### src/rtl/hvtic_pkg.sv
// Shared types and constants for the HV timer and interrupt controller.
`default_nettype none
package hvtic_pkg;

    localparam int LINE_CLOCKS = 1364;

    localparam int H_W      = 11;
    localparam int V_W      = 9;
    localparam int CMP_W    = 9;
    localparam int LCNT_W   = 10;
    localparam int VEC_W    = 16;
    localparam int FLAG_W   = 4;
    localparam int CFG_AW   = 3;
    localparam int CFG_DW   = 16;
    localparam int IN_DW    = 8;
    localparam int OUT_DW   = 48;

    typedef enum logic [1:0] {
        CMD_TICK     = 2'd0,
        CMD_BOUNDARY = 2'd1,
        CMD_CLEAR    = 2'd2,
        CMD_SERVICED = 2'd3
    } t_cmd;

    typedef enum logic [CFG_AW-1:0] {
        REG_LINEAR_MODE = 3'd0,
        REG_CMP_EN      = 3'd1,
        REG_H_CMP       = 3'd2,
        REG_V_CMP       = 3'd3,
        REG_LINE_COUNT  = 3'd4,
        REG_NMI_VECTOR  = 3'd5,
        REG_IRQ_VECTOR  = 3'd6,
        REG_IRQ_EN      = 3'd7
    } t_reg;

    localparam logic [FLAG_W-1:0] FLAG_NMI   = 4'b0001;
    localparam logic [FLAG_W-1:0] FLAG_TIMER = 4'b0010;
    localparam logic [FLAG_W-1:0] FLAG_DMA   = 4'b0100;
    localparam logic [FLAG_W-1:0] FLAG_IRQ   = 4'b1000;
    localparam logic [FLAG_W-1:0] FLAG_NONE  = 4'b0000;

    localparam int IEN_TIMER = 0;
    localparam int IEN_DMA   = 1;

    localparam logic [1:0] CMPEN_OFF  = 2'd0;
    localparam logic [1:0] CMPEN_H    = 2'd1;
    localparam logic [1:0] CMPEN_V    = 2'd2;
    localparam logic [1:0] CMPEN_HV   = 2'd3;

    localparam logic [LCNT_W-1:0] LINE_COUNT_RST = 10'd262;

    typedef struct packed {
        logic [H_W-1:0] h;
        logic [V_W-1:0] v;
        logic           hit;
    } t_tick;

    typedef struct packed {
        logic              take;
        logic [FLAG_W-1:0] flag;
        logic [VEC_W-1:0]  vec;
        logic [FLAG_W-1:0] mark_set;
    } t_pick;

endpackage
`default_nettype wire

### src/rtl/hvtic_tick.sv
// Counter advance and compare match for one timer tick.
`default_nettype none
module hvtic_tick (
    input  wire logic                        i_linear_mode,
    input  wire logic [1:0]                  i_cmp_en,
    input  wire logic [hvtic_pkg::CMP_W-1:0] i_h_cmp,
    input  wire logic [hvtic_pkg::CMP_W-1:0] i_v_cmp,
    input  wire logic [hvtic_pkg::LCNT_W-1:0] i_line_count,
    input  wire logic [hvtic_pkg::H_W-1:0]   i_h,
    input  wire logic [hvtic_pkg::V_W-1:0]   i_v,
    output hvtic_pkg::t_tick                 o_tick
);
    import hvtic_pkg::*;

    logic [H_W:0]    h_sum;
    logic [LCNT_W-1:0] v_inc;
    logic [H_W-1:0]  h_new;
    logic [V_W-1:0]  v_new;
    logic [H_W-1:0]  h_cmp4;
    logic            v_eq;

    assign h_sum  = {1'b0, i_h} + (H_W+1)'(2);
    assign v_inc  = {1'b0, i_v} + LCNT_W'(1);
    assign h_cmp4 = {i_h_cmp, 2'b00};

    always_comb begin
        if (i_linear_mode) begin
            h_new = h_sum[H_W-1:0];
            v_new = i_v + V_W'(h_sum[H_W]);
        end else if (h_sum >= (H_W+1)'(LINE_CLOCKS)) begin
            h_new = '0;
            v_new = (v_inc >= i_line_count) ? '0 : v_inc[V_W-1:0];
        end else begin
            h_new = h_sum[H_W-1:0];
            v_new = i_v;
        end
    end

    assign v_eq = (v_new == i_v_cmp);

    always_comb begin
        o_tick.h = h_new;
        o_tick.v = v_new;
        case (i_cmp_en)
            CMPEN_H:  o_tick.hit = (h_new == h_cmp4);
            CMPEN_V:  o_tick.hit = v_eq && (h_new == '0);
            CMPEN_HV: o_tick.hit = v_eq && (h_new == h_cmp4);
            default:  o_tick.hit = 1'b0;
        endcase
    end

endmodule
`default_nettype wire

### src/rtl/hvtic_prio.sv
// Interrupt priority selection at an instruction boundary.
`default_nettype none
module hvtic_prio (
    input  wire logic                         i_masked,
    input  wire logic                         i_nmi,
    input  wire logic                         i_ext,
    input  wire logic [hvtic_pkg::FLAG_W-1:0] i_marks,
    input  wire logic [1:0]                   i_irq_en,
    input  wire logic [hvtic_pkg::VEC_W-1:0]  i_nmi_vec,
    input  wire logic [hvtic_pkg::VEC_W-1:0]  i_irq_vec,
    output hvtic_pkg::t_pick                  o_pick
);
    import hvtic_pkg::*;

    always_comb begin
        o_pick.take     = 1'b1;
        o_pick.flag     = FLAG_NONE;
        o_pick.vec      = i_irq_vec;
        o_pick.mark_set = FLAG_NONE;
        if (i_nmi && !(|(i_marks & FLAG_NMI))) begin
            o_pick.flag     = FLAG_NMI;
            o_pick.vec      = i_nmi_vec;
            o_pick.mark_set = FLAG_NMI;
        end else if (i_masked) begin
            o_pick.take = 1'b0;
        end else if (i_irq_en[IEN_TIMER] && !(|(i_marks & FLAG_TIMER))) begin
            o_pick.flag = FLAG_TIMER;
        end else if (i_irq_en[IEN_DMA] && !(|(i_marks & FLAG_DMA))) begin
            o_pick.flag = FLAG_DMA;
        end else if (i_ext && !(|(i_marks & FLAG_IRQ))) begin
            o_pick.flag = FLAG_IRQ;
        end else begin
            o_pick.take = 1'b0;
        end
    end

endmodule
`default_nettype wire

### src/rtl/hv_timer_interrupt_controller.sv
// Top level: input register, state update, result register.
//
// Channel   Dir  Ready/valid              Payload
// s_axis    in   i_s_tvalid/o_s_tready    tuser cmd, tdata masked/nmi/ext/clear_bits
// m_axis    out  o_m_tvalid/i_m_tready    tdata pending/vector/flags/h/v
// cfg       in   i_cfg_we                 i_cfg_addr, i_cfg_wdata
//
// One item per cycle sustained while the output is not stalled.
// The input register feeds one level of counter and priority logic into the result register.
// A stalled result holds; the input register still takes one more item.
// Reset clears the counters, flags, marks, pending bit and vector latch.
`default_nettype none
module hv_timer_interrupt_controller (
    input  wire logic                            i_clk,
    input  wire logic                            i_rst_n,
    input  wire logic                            i_cfg_we,
    input  wire logic [hvtic_pkg::CFG_AW-1:0]    i_cfg_addr,
    input  wire logic [hvtic_pkg::CFG_DW-1:0]    i_cfg_wdata,
    input  wire logic                            i_s_tvalid,
    output logic                                 o_s_tready,
    // [0] irq_masked, [1] nmi_request, [2] ext_irq_request, [6:3] clear_bits
    input  wire logic [hvtic_pkg::IN_DW-1:0]     i_s_tdata,
    // [1:0] cmd
    input  wire logic [1:0]                      i_s_tuser,
    output logic                                 o_m_tvalid,
    input  wire logic                            i_m_tready,
    // [0] pending, [16:1] vector, [20:17] flags, [31:21] h_position, [40:32] v_position
    output logic [hvtic_pkg::OUT_DW-1:0]         o_m_tdata
);
    import hvtic_pkg::*;

    logic              r_linear_mode;
    logic [1:0]        r_cmp_en;
    logic [CMP_W-1:0]  r_h_cmp;
    logic [CMP_W-1:0]  r_v_cmp;
    logic [LCNT_W-1:0] r_line_count;
    logic [VEC_W-1:0]  r_nmi_vec;
    logic [VEC_W-1:0]  r_irq_vec;
    logic [1:0]        r_irq_en;

    logic              r_in_valid;
    t_cmd              r_in_cmd;
    logic              r_in_masked;
    logic              r_in_nmi;
    logic              r_in_ext;
    logic [FLAG_W-1:0] r_in_clear;

    logic [H_W-1:0]    r_h,     n_h;
    logic [V_W-1:0]    r_v,     n_v;
    logic [FLAG_W-1:0] r_flags, n_flags;
    logic [FLAG_W-1:0] r_marks, n_marks;
    logic              r_pend,  n_pend;
    logic [VEC_W-1:0]  r_vec,   n_vec;

    logic              r_out_valid;
    logic [OUT_DW-1:0] r_out_data;

    logic              advance;
    t_tick             tick;
    t_pick             pick;

    assign advance    = r_in_valid && (!r_out_valid || i_m_tready);
    assign o_s_tready = !r_in_valid || advance;
    assign o_m_tvalid = r_out_valid;
    assign o_m_tdata  = r_out_data;

    always_ff @(posedge i_clk) begin
        if (!i_rst_n) begin
            r_linear_mode <= 1'b0;
            r_cmp_en      <= '0;
            r_h_cmp       <= '0;
            r_v_cmp       <= '0;
            r_line_count  <= LINE_COUNT_RST;
            r_nmi_vec     <= '0;
            r_irq_vec     <= '0;
            r_irq_en      <= '0;
        end else if (i_cfg_we) begin
            case (t_reg'(i_cfg_addr))
                REG_LINEAR_MODE: r_linear_mode <= i_cfg_wdata[0];
                REG_CMP_EN:      r_cmp_en      <= i_cfg_wdata[1:0];
                REG_H_CMP:       r_h_cmp       <= i_cfg_wdata[CMP_W-1:0];
                REG_V_CMP:       r_v_cmp       <= i_cfg_wdata[CMP_W-1:0];
                REG_LINE_COUNT:  r_line_count  <= i_cfg_wdata[LCNT_W-1:0];
                REG_NMI_VECTOR:  r_nmi_vec     <= i_cfg_wdata;
                REG_IRQ_VECTOR:  r_irq_vec     <= i_cfg_wdata;
                REG_IRQ_EN:      r_irq_en      <= i_cfg_wdata[1:0];
                default: ;
            endcase
        end
    end

    always_ff @(posedge i_clk) begin
        if (!i_rst_n) begin
            r_in_valid <= 1'b0;
        end else if (o_s_tready) begin
            r_in_valid <= i_s_tvalid;
        end
    end

    always_ff @(posedge i_clk) begin
        if (o_s_tready && i_s_tvalid) begin
            r_in_cmd    <= t_cmd'(i_s_tuser);
            r_in_masked <= i_s_tdata[0];
            r_in_nmi    <= i_s_tdata[1];
            r_in_ext    <= i_s_tdata[2];
            r_in_clear  <= i_s_tdata[6:3];
        end
    end

    hvtic_tick u_tick (
        .i_linear_mode (r_linear_mode),
        .i_cmp_en      (r_cmp_en),
        .i_h_cmp       (r_h_cmp),
        .i_v_cmp       (r_v_cmp),
        .i_line_count  (r_line_count),
        .i_h           (r_h),
        .i_v           (r_v),
        .o_tick        (tick)
    );

    hvtic_prio u_prio (
        .i_masked  (r_in_masked),
        .i_nmi     (r_in_nmi),
        .i_ext     (r_in_ext),
        .i_marks   (r_marks),
        .i_irq_en  (r_irq_en),
        .i_nmi_vec (r_nmi_vec),
        .i_irq_vec (r_irq_vec),
        .o_pick    (pick)
    );

    always_comb begin
        n_h     = r_h;
        n_v     = r_v;
        n_flags = r_flags;
        n_marks = r_marks;
        n_pend  = r_pend;
        n_vec   = r_vec;
        case (r_in_cmd)
            CMD_TICK: begin
                n_h = tick.h;
                n_v = tick.v;
                if (tick.hit) begin
                    n_flags = r_flags | FLAG_TIMER;
                    if (r_irq_en[IEN_TIMER]) begin
                        n_marks = r_marks & ~FLAG_TIMER;
                    end
                end
            end
            CMD_BOUNDARY: begin
                if (pick.take) begin
                    n_pend  = 1'b1;
                    n_vec   = pick.vec;
                    n_flags = r_flags | pick.flag;
                    n_marks = r_marks | pick.mark_set;
                end
            end
            CMD_CLEAR: begin
                n_marks = r_in_clear;
                n_flags = r_flags & ~r_in_clear;
            end
            CMD_SERVICED: begin
                n_pend = 1'b0;
            end
            default: ;
        endcase
    end

    always_ff @(posedge i_clk) begin
        if (!i_rst_n) begin
            r_h     <= '0;
            r_v     <= '0;
            r_flags <= '0;
            r_marks <= '0;
            r_pend  <= 1'b0;
            r_vec   <= '0;
        end else if (advance) begin
            r_h     <= n_h;
            r_v     <= n_v;
            r_flags <= n_flags;
            r_marks <= n_marks;
            r_pend  <= n_pend;
            r_vec   <= n_vec;
        end
    end

    always_ff @(posedge i_clk) begin
        if (!i_rst_n) begin
            r_out_valid <= 1'b0;
        end else if (advance) begin
            r_out_valid <= 1'b1;
        end else if (i_m_tready) begin
            r_out_valid <= 1'b0;
        end
    end

    always_ff @(posedge i_clk) begin
        if (advance) begin
            r_out_data <= {7'd0, n_v, n_h, n_flags, n_vec, n_pend};
        end
    end

endmodule
`default_nettype wire

### config.mk
export PLATFORM = sky130hd
export DESIGN_NAME = hv_timer_interrupt_controller
export DESIGN_NICKNAME = d
export VERILOG_FILES = /design/src/rtl/hvtic_pkg.sv /design/src/rtl/hvtic_tick.sv /design/src/rtl/hvtic_prio.sv /design/src/rtl/hv_timer_interrupt_controller.sv
export SDC_FILE = /design/constraint.sdc
export NUM_CORES = 1
export LEC_CHECK = 0
export BUFFER_PORTS_ARGS = -buffer_cell sky130_fd_sc_hd__buf_2
export CAP_MARGIN = 40
export CORE_ASPECT_RATIO = 1.75
export CORE_MARGIN = 8
export CORE_UTILIZATION = 60
export CTS_CLUSTER_DIAMETER = 120
export CTS_CLUSTER_SIZE = 25
export DETAILED_ROUTE_END_ITERATION = 12
export HOLD_SLACK_MARGIN = 0.06
export PLACE_DENSITY = 0.87
export SYNTH_ARGS = -nofsm -noshare
export SYNTH_HDL_FRONTEND = slang
export SYNTH_HIERARCHICAL = 1
export SYNTH_SLANG_ARGS = --single-unit
export TNS_END_PERCENT = 1
### constraint.sdc
create_clock -name i_clk -period 5.4 [get_ports i_clk]
set_clock_uncertainty 0.1 [all_clocks]
set_input_delay 0.27 -clock i_clk [delete_from_list [all_inputs] [get_ports i_clk]]
set_output_delay 0.27 -clock i_clk [all_outputs]
set_load 0.03 [all_outputs]
# --- Word-level counts from Yosys, hierarchy flattened ---
# Cells that the tools add are included.
totals:
  ff_bits: 162
  latch_bits: 0
  ramBits: 0
  mem_bits_ro: 0
  input_bits: 34
  mem_count: 0
classes:
  n_addsub: 3
  mul: 0
  div: 0
  order_cmp: 2
  n_eq_ne: 18
  n_shift: 0
  n_mux: 32
  bitwise_logic: 5
  n_reduce_logical: 32
op_table:
  columns: ["op", "n"]
  rows:
  - ["$mux W9", 4]
  - ["$mux W11", 3]
  - ["$mux W16", 2]
  - ["$mux W4", 7]
  - ["$pmux W4 S3", 2]
  - ["$mux W20", 1]
  - ["$reduce_and A2 Y1", 8]
  - ["$add A11 B2 Y12 const B", 1]
  - ["$eq A3 B3 Y1 const B", 4]
  - ["$ge A12 B11 Y1 const B", 1]
  - ["$eq A11 B11 Y1", 1]
  - ["$logic_not A11 Y1", 1]
  - ["$add A9 B1 Y10 const B", 1]
  - ["$ge A10 B10 Y1", 1]
  - ["$add A9 B1 Y9", 1]
  - ["$eq A9 B9 Y1", 1]
  - ["$eq A2 B2 Y1 const B", 4]
  - ["$logic_and A1 B1 Y1", 8]
  - ["$mux W1", 8]
  - ["$or A4 B4 Y4", 2]
  - ["$eq A3 B2 Y1 const B", 2]
  - ["$logic_not A1 Y1", 6]
  - ["$mux W2", 3]
  - ["$ne A2 B2 Y1 const B", 3]
  - ["14 further kinds", 17]

# --- Longest topological paths before layout ---
depth:
  depth_word: 10
  mapped_depth: 20

# --- Hierarchy ---
# The synthesis kept the hierarchy.
modules_own_cells:
  columns: ["module", "n_inst", "cells_each", "area_per_inst_um2", "seq_area_each_um2"]
  rows:
  - ["hv_timer_interrupt_controller", 1, 614, 6467.5, 3743.6]
  - ["hvtic_tick", 1, 285, 1850.5, 0.0]
  - ["hvtic_prio", 1, 33, 386.6, 0.0]

# --- Worst setup path before layout ---
# No wires, ideal clock.
synth_path:
  path_type: "flip-flop to flip-flop"
  start: "register r_v[1]"
  end: "register r_marks[1]"
  t_arrival_ns: 4.120
  required_ns: 5.228
  path_slack_ns: 1.108
  path_stages_with_launch: 21
  n_path_buf: 0
  period_less_slack_ns: 4.292
  cell_sequence: "dfxtp_1 > ha_1 > nand2_1 > nor2_1 > and3_1 > xnor2_1 > inv_1 > ha_1 > and4_1 > nand2_1 > o211ai_1 > a21oi_1 > o211a_2 > a211o_1 > nand4_1 > o41ai_1 > nand4_1 > a2bb2oi_1 > a21boi_0 > nor4b_1 > mux2i_1"
synth_lines:
  columns: ["element", "line_no", "text"]
  rows:
  - ["start, declared", "hv_timer_interrupt_controller.sv:49", "logic [V_W-1:0] r_v, n_v;"]
  - ["start signal, assigned", "hv_timer_interrupt_controller.sv:179", "r_v <= n_v;"]
  - ["end signal, assigned", "hv_timer_interrupt_controller.sv:181", "r_marks <= n_marks;"]
  - ["end, declared", "hv_timer_interrupt_controller.sv:51", "logic [FLAG_W-1:0] r_marks, n_marks;"]

==> metrics.cfg <==
[logic_synthesis]
synth_cells=932
synth_cell_types=82
syn-cell-area_mm2=0.008705
ys.warnings.count=6
ys_seq_area_share_pct=43.01
avgSynthCellArea_um2=9.340
synth_edf_count=50
ys_ff_latch=162
ys.flop_type=dfxtp_1
async_flop_share_pct=0

[global_route]
antenna_found_initial=0
grt_pass1_wl_mm=35.59
grt_max_degree=69
grtUsageTotal_pct=23.60
grt_pass1_vias=7136
overflow=0

[detailed_routing]
wirelength_mm=21.74
drc_errors=0
avgRoutedWirePerCell_um=18.06
routed_via_density=5.932
dr.pass1.iters=5
first_iter_violations=460
vias=7142
antenna_left=0

[timing]
period_minus_slack_ns=5.127
relSlewSlack_pct=42.64
hold_violations=0
rsz0062_at_grt=no
worst_slack_ns=0.2730
fin_crit_sh_pct=94.95
finalSetupTns_ns=0
worstMarginPinSlew_ns=0.8586
timing.fmax_mhz=195.0
setup_violations=0
slew_violations=0

[clock_network]
cts_buffers=17
cts_num_sinks=162
cts_root_buf=clkbuf_16
clock_path_buffers=2
cts_tree=done
clk_pin_slew_ns=0.07
htree_levels=4
insertion_delay_ns=0.43

[die]
start_util_pct=60.89
row_count=58
pin_count=84
coreArea_mm2=0.01430
dieArea_mm2=0.01877
die_x_um=107.1
die_h_um=175.3

[placed_design]
placed_cells=1149
hpwl_mm=14.73
postPlaceCellArea_mm2=0.009092
gp_congestion=0.9317
io_buffers=75
place_ws_ns=0.07904

[finish]
nets=1063
mostFrequentLayoutCells=nand2_1 (200), dfxtp_1 (111), a21boi_1 (82), buf_2 (75), edfxtp_1 (50)
final_cell_area_mm2=0.009963
final_cells=1204
drive_above_1_share_pct=16.70
num_antenna_cells=0
final_common_cell=nand2_1
syn_to_final_growth_pct=14.46

[pwr]
ir_drop_mv=0.2327
p_leak_uw=0.004055
power_density_mw_per_mm2=280.1

[worst_setup_path]
worstSetupPathType=register to register
crit_path_start_kind=register
rr_startpoint=r_v[1]
critPathLaunch=r_v[1]
r2r_cells=21
ff2ff_setup_slack_ns=0.27
cp-end-kind=register
crit_fanout=9
r2r-end=r_marks[1]
crit_required_ns=5.66
critPathArrivalTime_ns=5.38
crit_path_end=r_marks[1]

[min_path]
min_path_type=input port to register

[job]
maxCapViolations=0

[status]
status=finished clean

-- worst max-delay path, cell delays in order (launching register included) --
cell and delay, ns:
dfxtp_1 0.49, ha_1 0.24, nand2_1 0.14, nor2_1 0.28, and3_1 0.21, xnor2_1 0.26
inv_1 0.10, ha_1 0.30, and4_1 0.25, nand2_1 0.07, o211ai_1 0.25, a21oi_1 0.16
buf_4 0.18, nand3b_1 0.07, a31oi_1 0.11, a211o_1 0.29, o41ai_2 0.45, nand4_1 0.17
a2bb2oi_2 0.26, a21boi_0 0.15, nor4b_2 0.32, mux2i_1 0.21
-- worst min path at each step --
stage / slack, ns / to / startpoint / cells past startpoint
after floorplan: 0.27 / r_in_clear[0] / i_s_tdata[3] / 0
after global placement: 0.34 / r_nmi_vec[3] / r_nmi_vec[3] / 2
after detailed placement: 0.34 / r_irq_vec[11] / r_irq_vec[11] / 2
after CTS: 0.07 / r_v_cmp[0] / i_cfg_wdata[0] / 3
after global routing: 0.08 / r_irq_vec[4] / i_cfg_wdata[4] / 3
final: 0.08 / r_v_cmp[0] / i_cfg_wdata[0] / 3
-- flip-flops by register name (all words and copies together) (netlist names), 9 cells and up --
signal,flops
r_v_cmp,9
r_h,11
r_v,9
r_h_cmp,9
o_m_tdata,41
r_line_count,10
r_vec,16
r_nmi_vec,16
r_irq_vec,16
-- routing by layer --
| metal | track usage (%) | up-vias | share of wire (%) |
|---|---|---|---|
| met5 | 0 | - | 0 |
| met1 | 23.92 | 3399 | 36 |
| met3 | 5.248 | 73 | 5.3 |
| li1 | - | 3406 | - |
| met2 | 42.89 | 264 | 54 |
| met4 | 13.16 | 0 | 4.5 |
-- cell families (layout without fill, tap and decap cells) --
| group | after synthesis | after routing | synth area share (%) |
|---|---|---|---|
| compound gates | 191 | 191 | 15.60 |
| fa+ha+maj | 18 | 18 | 2.587 |
| other cells | 2 | 10 | 0.08628 |
| xor+xnor | 33 | 33 | 3.320 |
| flops | 162 | 162 | 43.01 |
| buf+inv | 84 | 168 | 5.160 |
| simple gates | 366 | 366 | 20.11 |
| mux | 76 | 76 | 10.13 |
-- Yosys cell counts, types with 6 or more instances --
library cell	n	area, µm²
mux2_1	22	247.7
nor3_1	14	70.07
nand2_1	200	750.7
mux2_2	15	168.9
nor2_1	38	142.6
buf_2	16	80.08
mux2_4	15	225.2
xor2_1	15	131.4
a21oi_1	25	125.1
a21boi_1	82	615.6
ha_1	18	225.2
nand4_1	8	50.05
mux2i_1	24	240.2
inv_1	25	93.84
xnor2_1	18	157.7
nand3_1	18	90.09
dfxtp_1	112	2242
buf_4	13	97.59
clkbuf_1	21	78.83
a31oi_1	12	75.07
edfxtp_1	50	1501
and2_1	6	37.54
nand2b_1	12	75.07
o21ai_0	18	90.09
nor2b_1	33	206.5
-- metrics by stage --
step	utilization, %	hold WS, ns	power [µW]
CTS	69.54	0.07327	2797
finish	69.69	0.08263	2791
detailed placement	63.60	0.3445	1544
floorplan	-	0.2689	1488
global placement	63.29	0.3396	1536
global route	69.69	0.08154	2873
-- power by group --
| group | switching [µW] | total [µW] | internal, µW |
|---|---|---|---|
| Clock | 552 | 1260 | 704 |
| Sequential | 17.5 | 1300 | 1290 |
| Combinational | 146 | 232 | 86.1 |
-- timing repair --
| item | CTS | global route |
|---|---|---|
| gates resized for setup | 0 | 4 |
| setup buffers | 0 | 0 |
| endpoints found under the hold margin | 36 | 0 |
| hold buffers | 23 | 0 |
| setup endpoints to repair | 0 | 3 |
-- cell type report --
type,instances,area [µm²]
clock buffer,20,467.9
sequential,162,3745
multi-input combinational,694,4562
fill,1038,4333
tap,180,225.2
timing repair buffer,109,710.7
inverter,27,101.3
clock inverter,12,151.4
No activity file was read; power rests on OpenSTA's default activity.
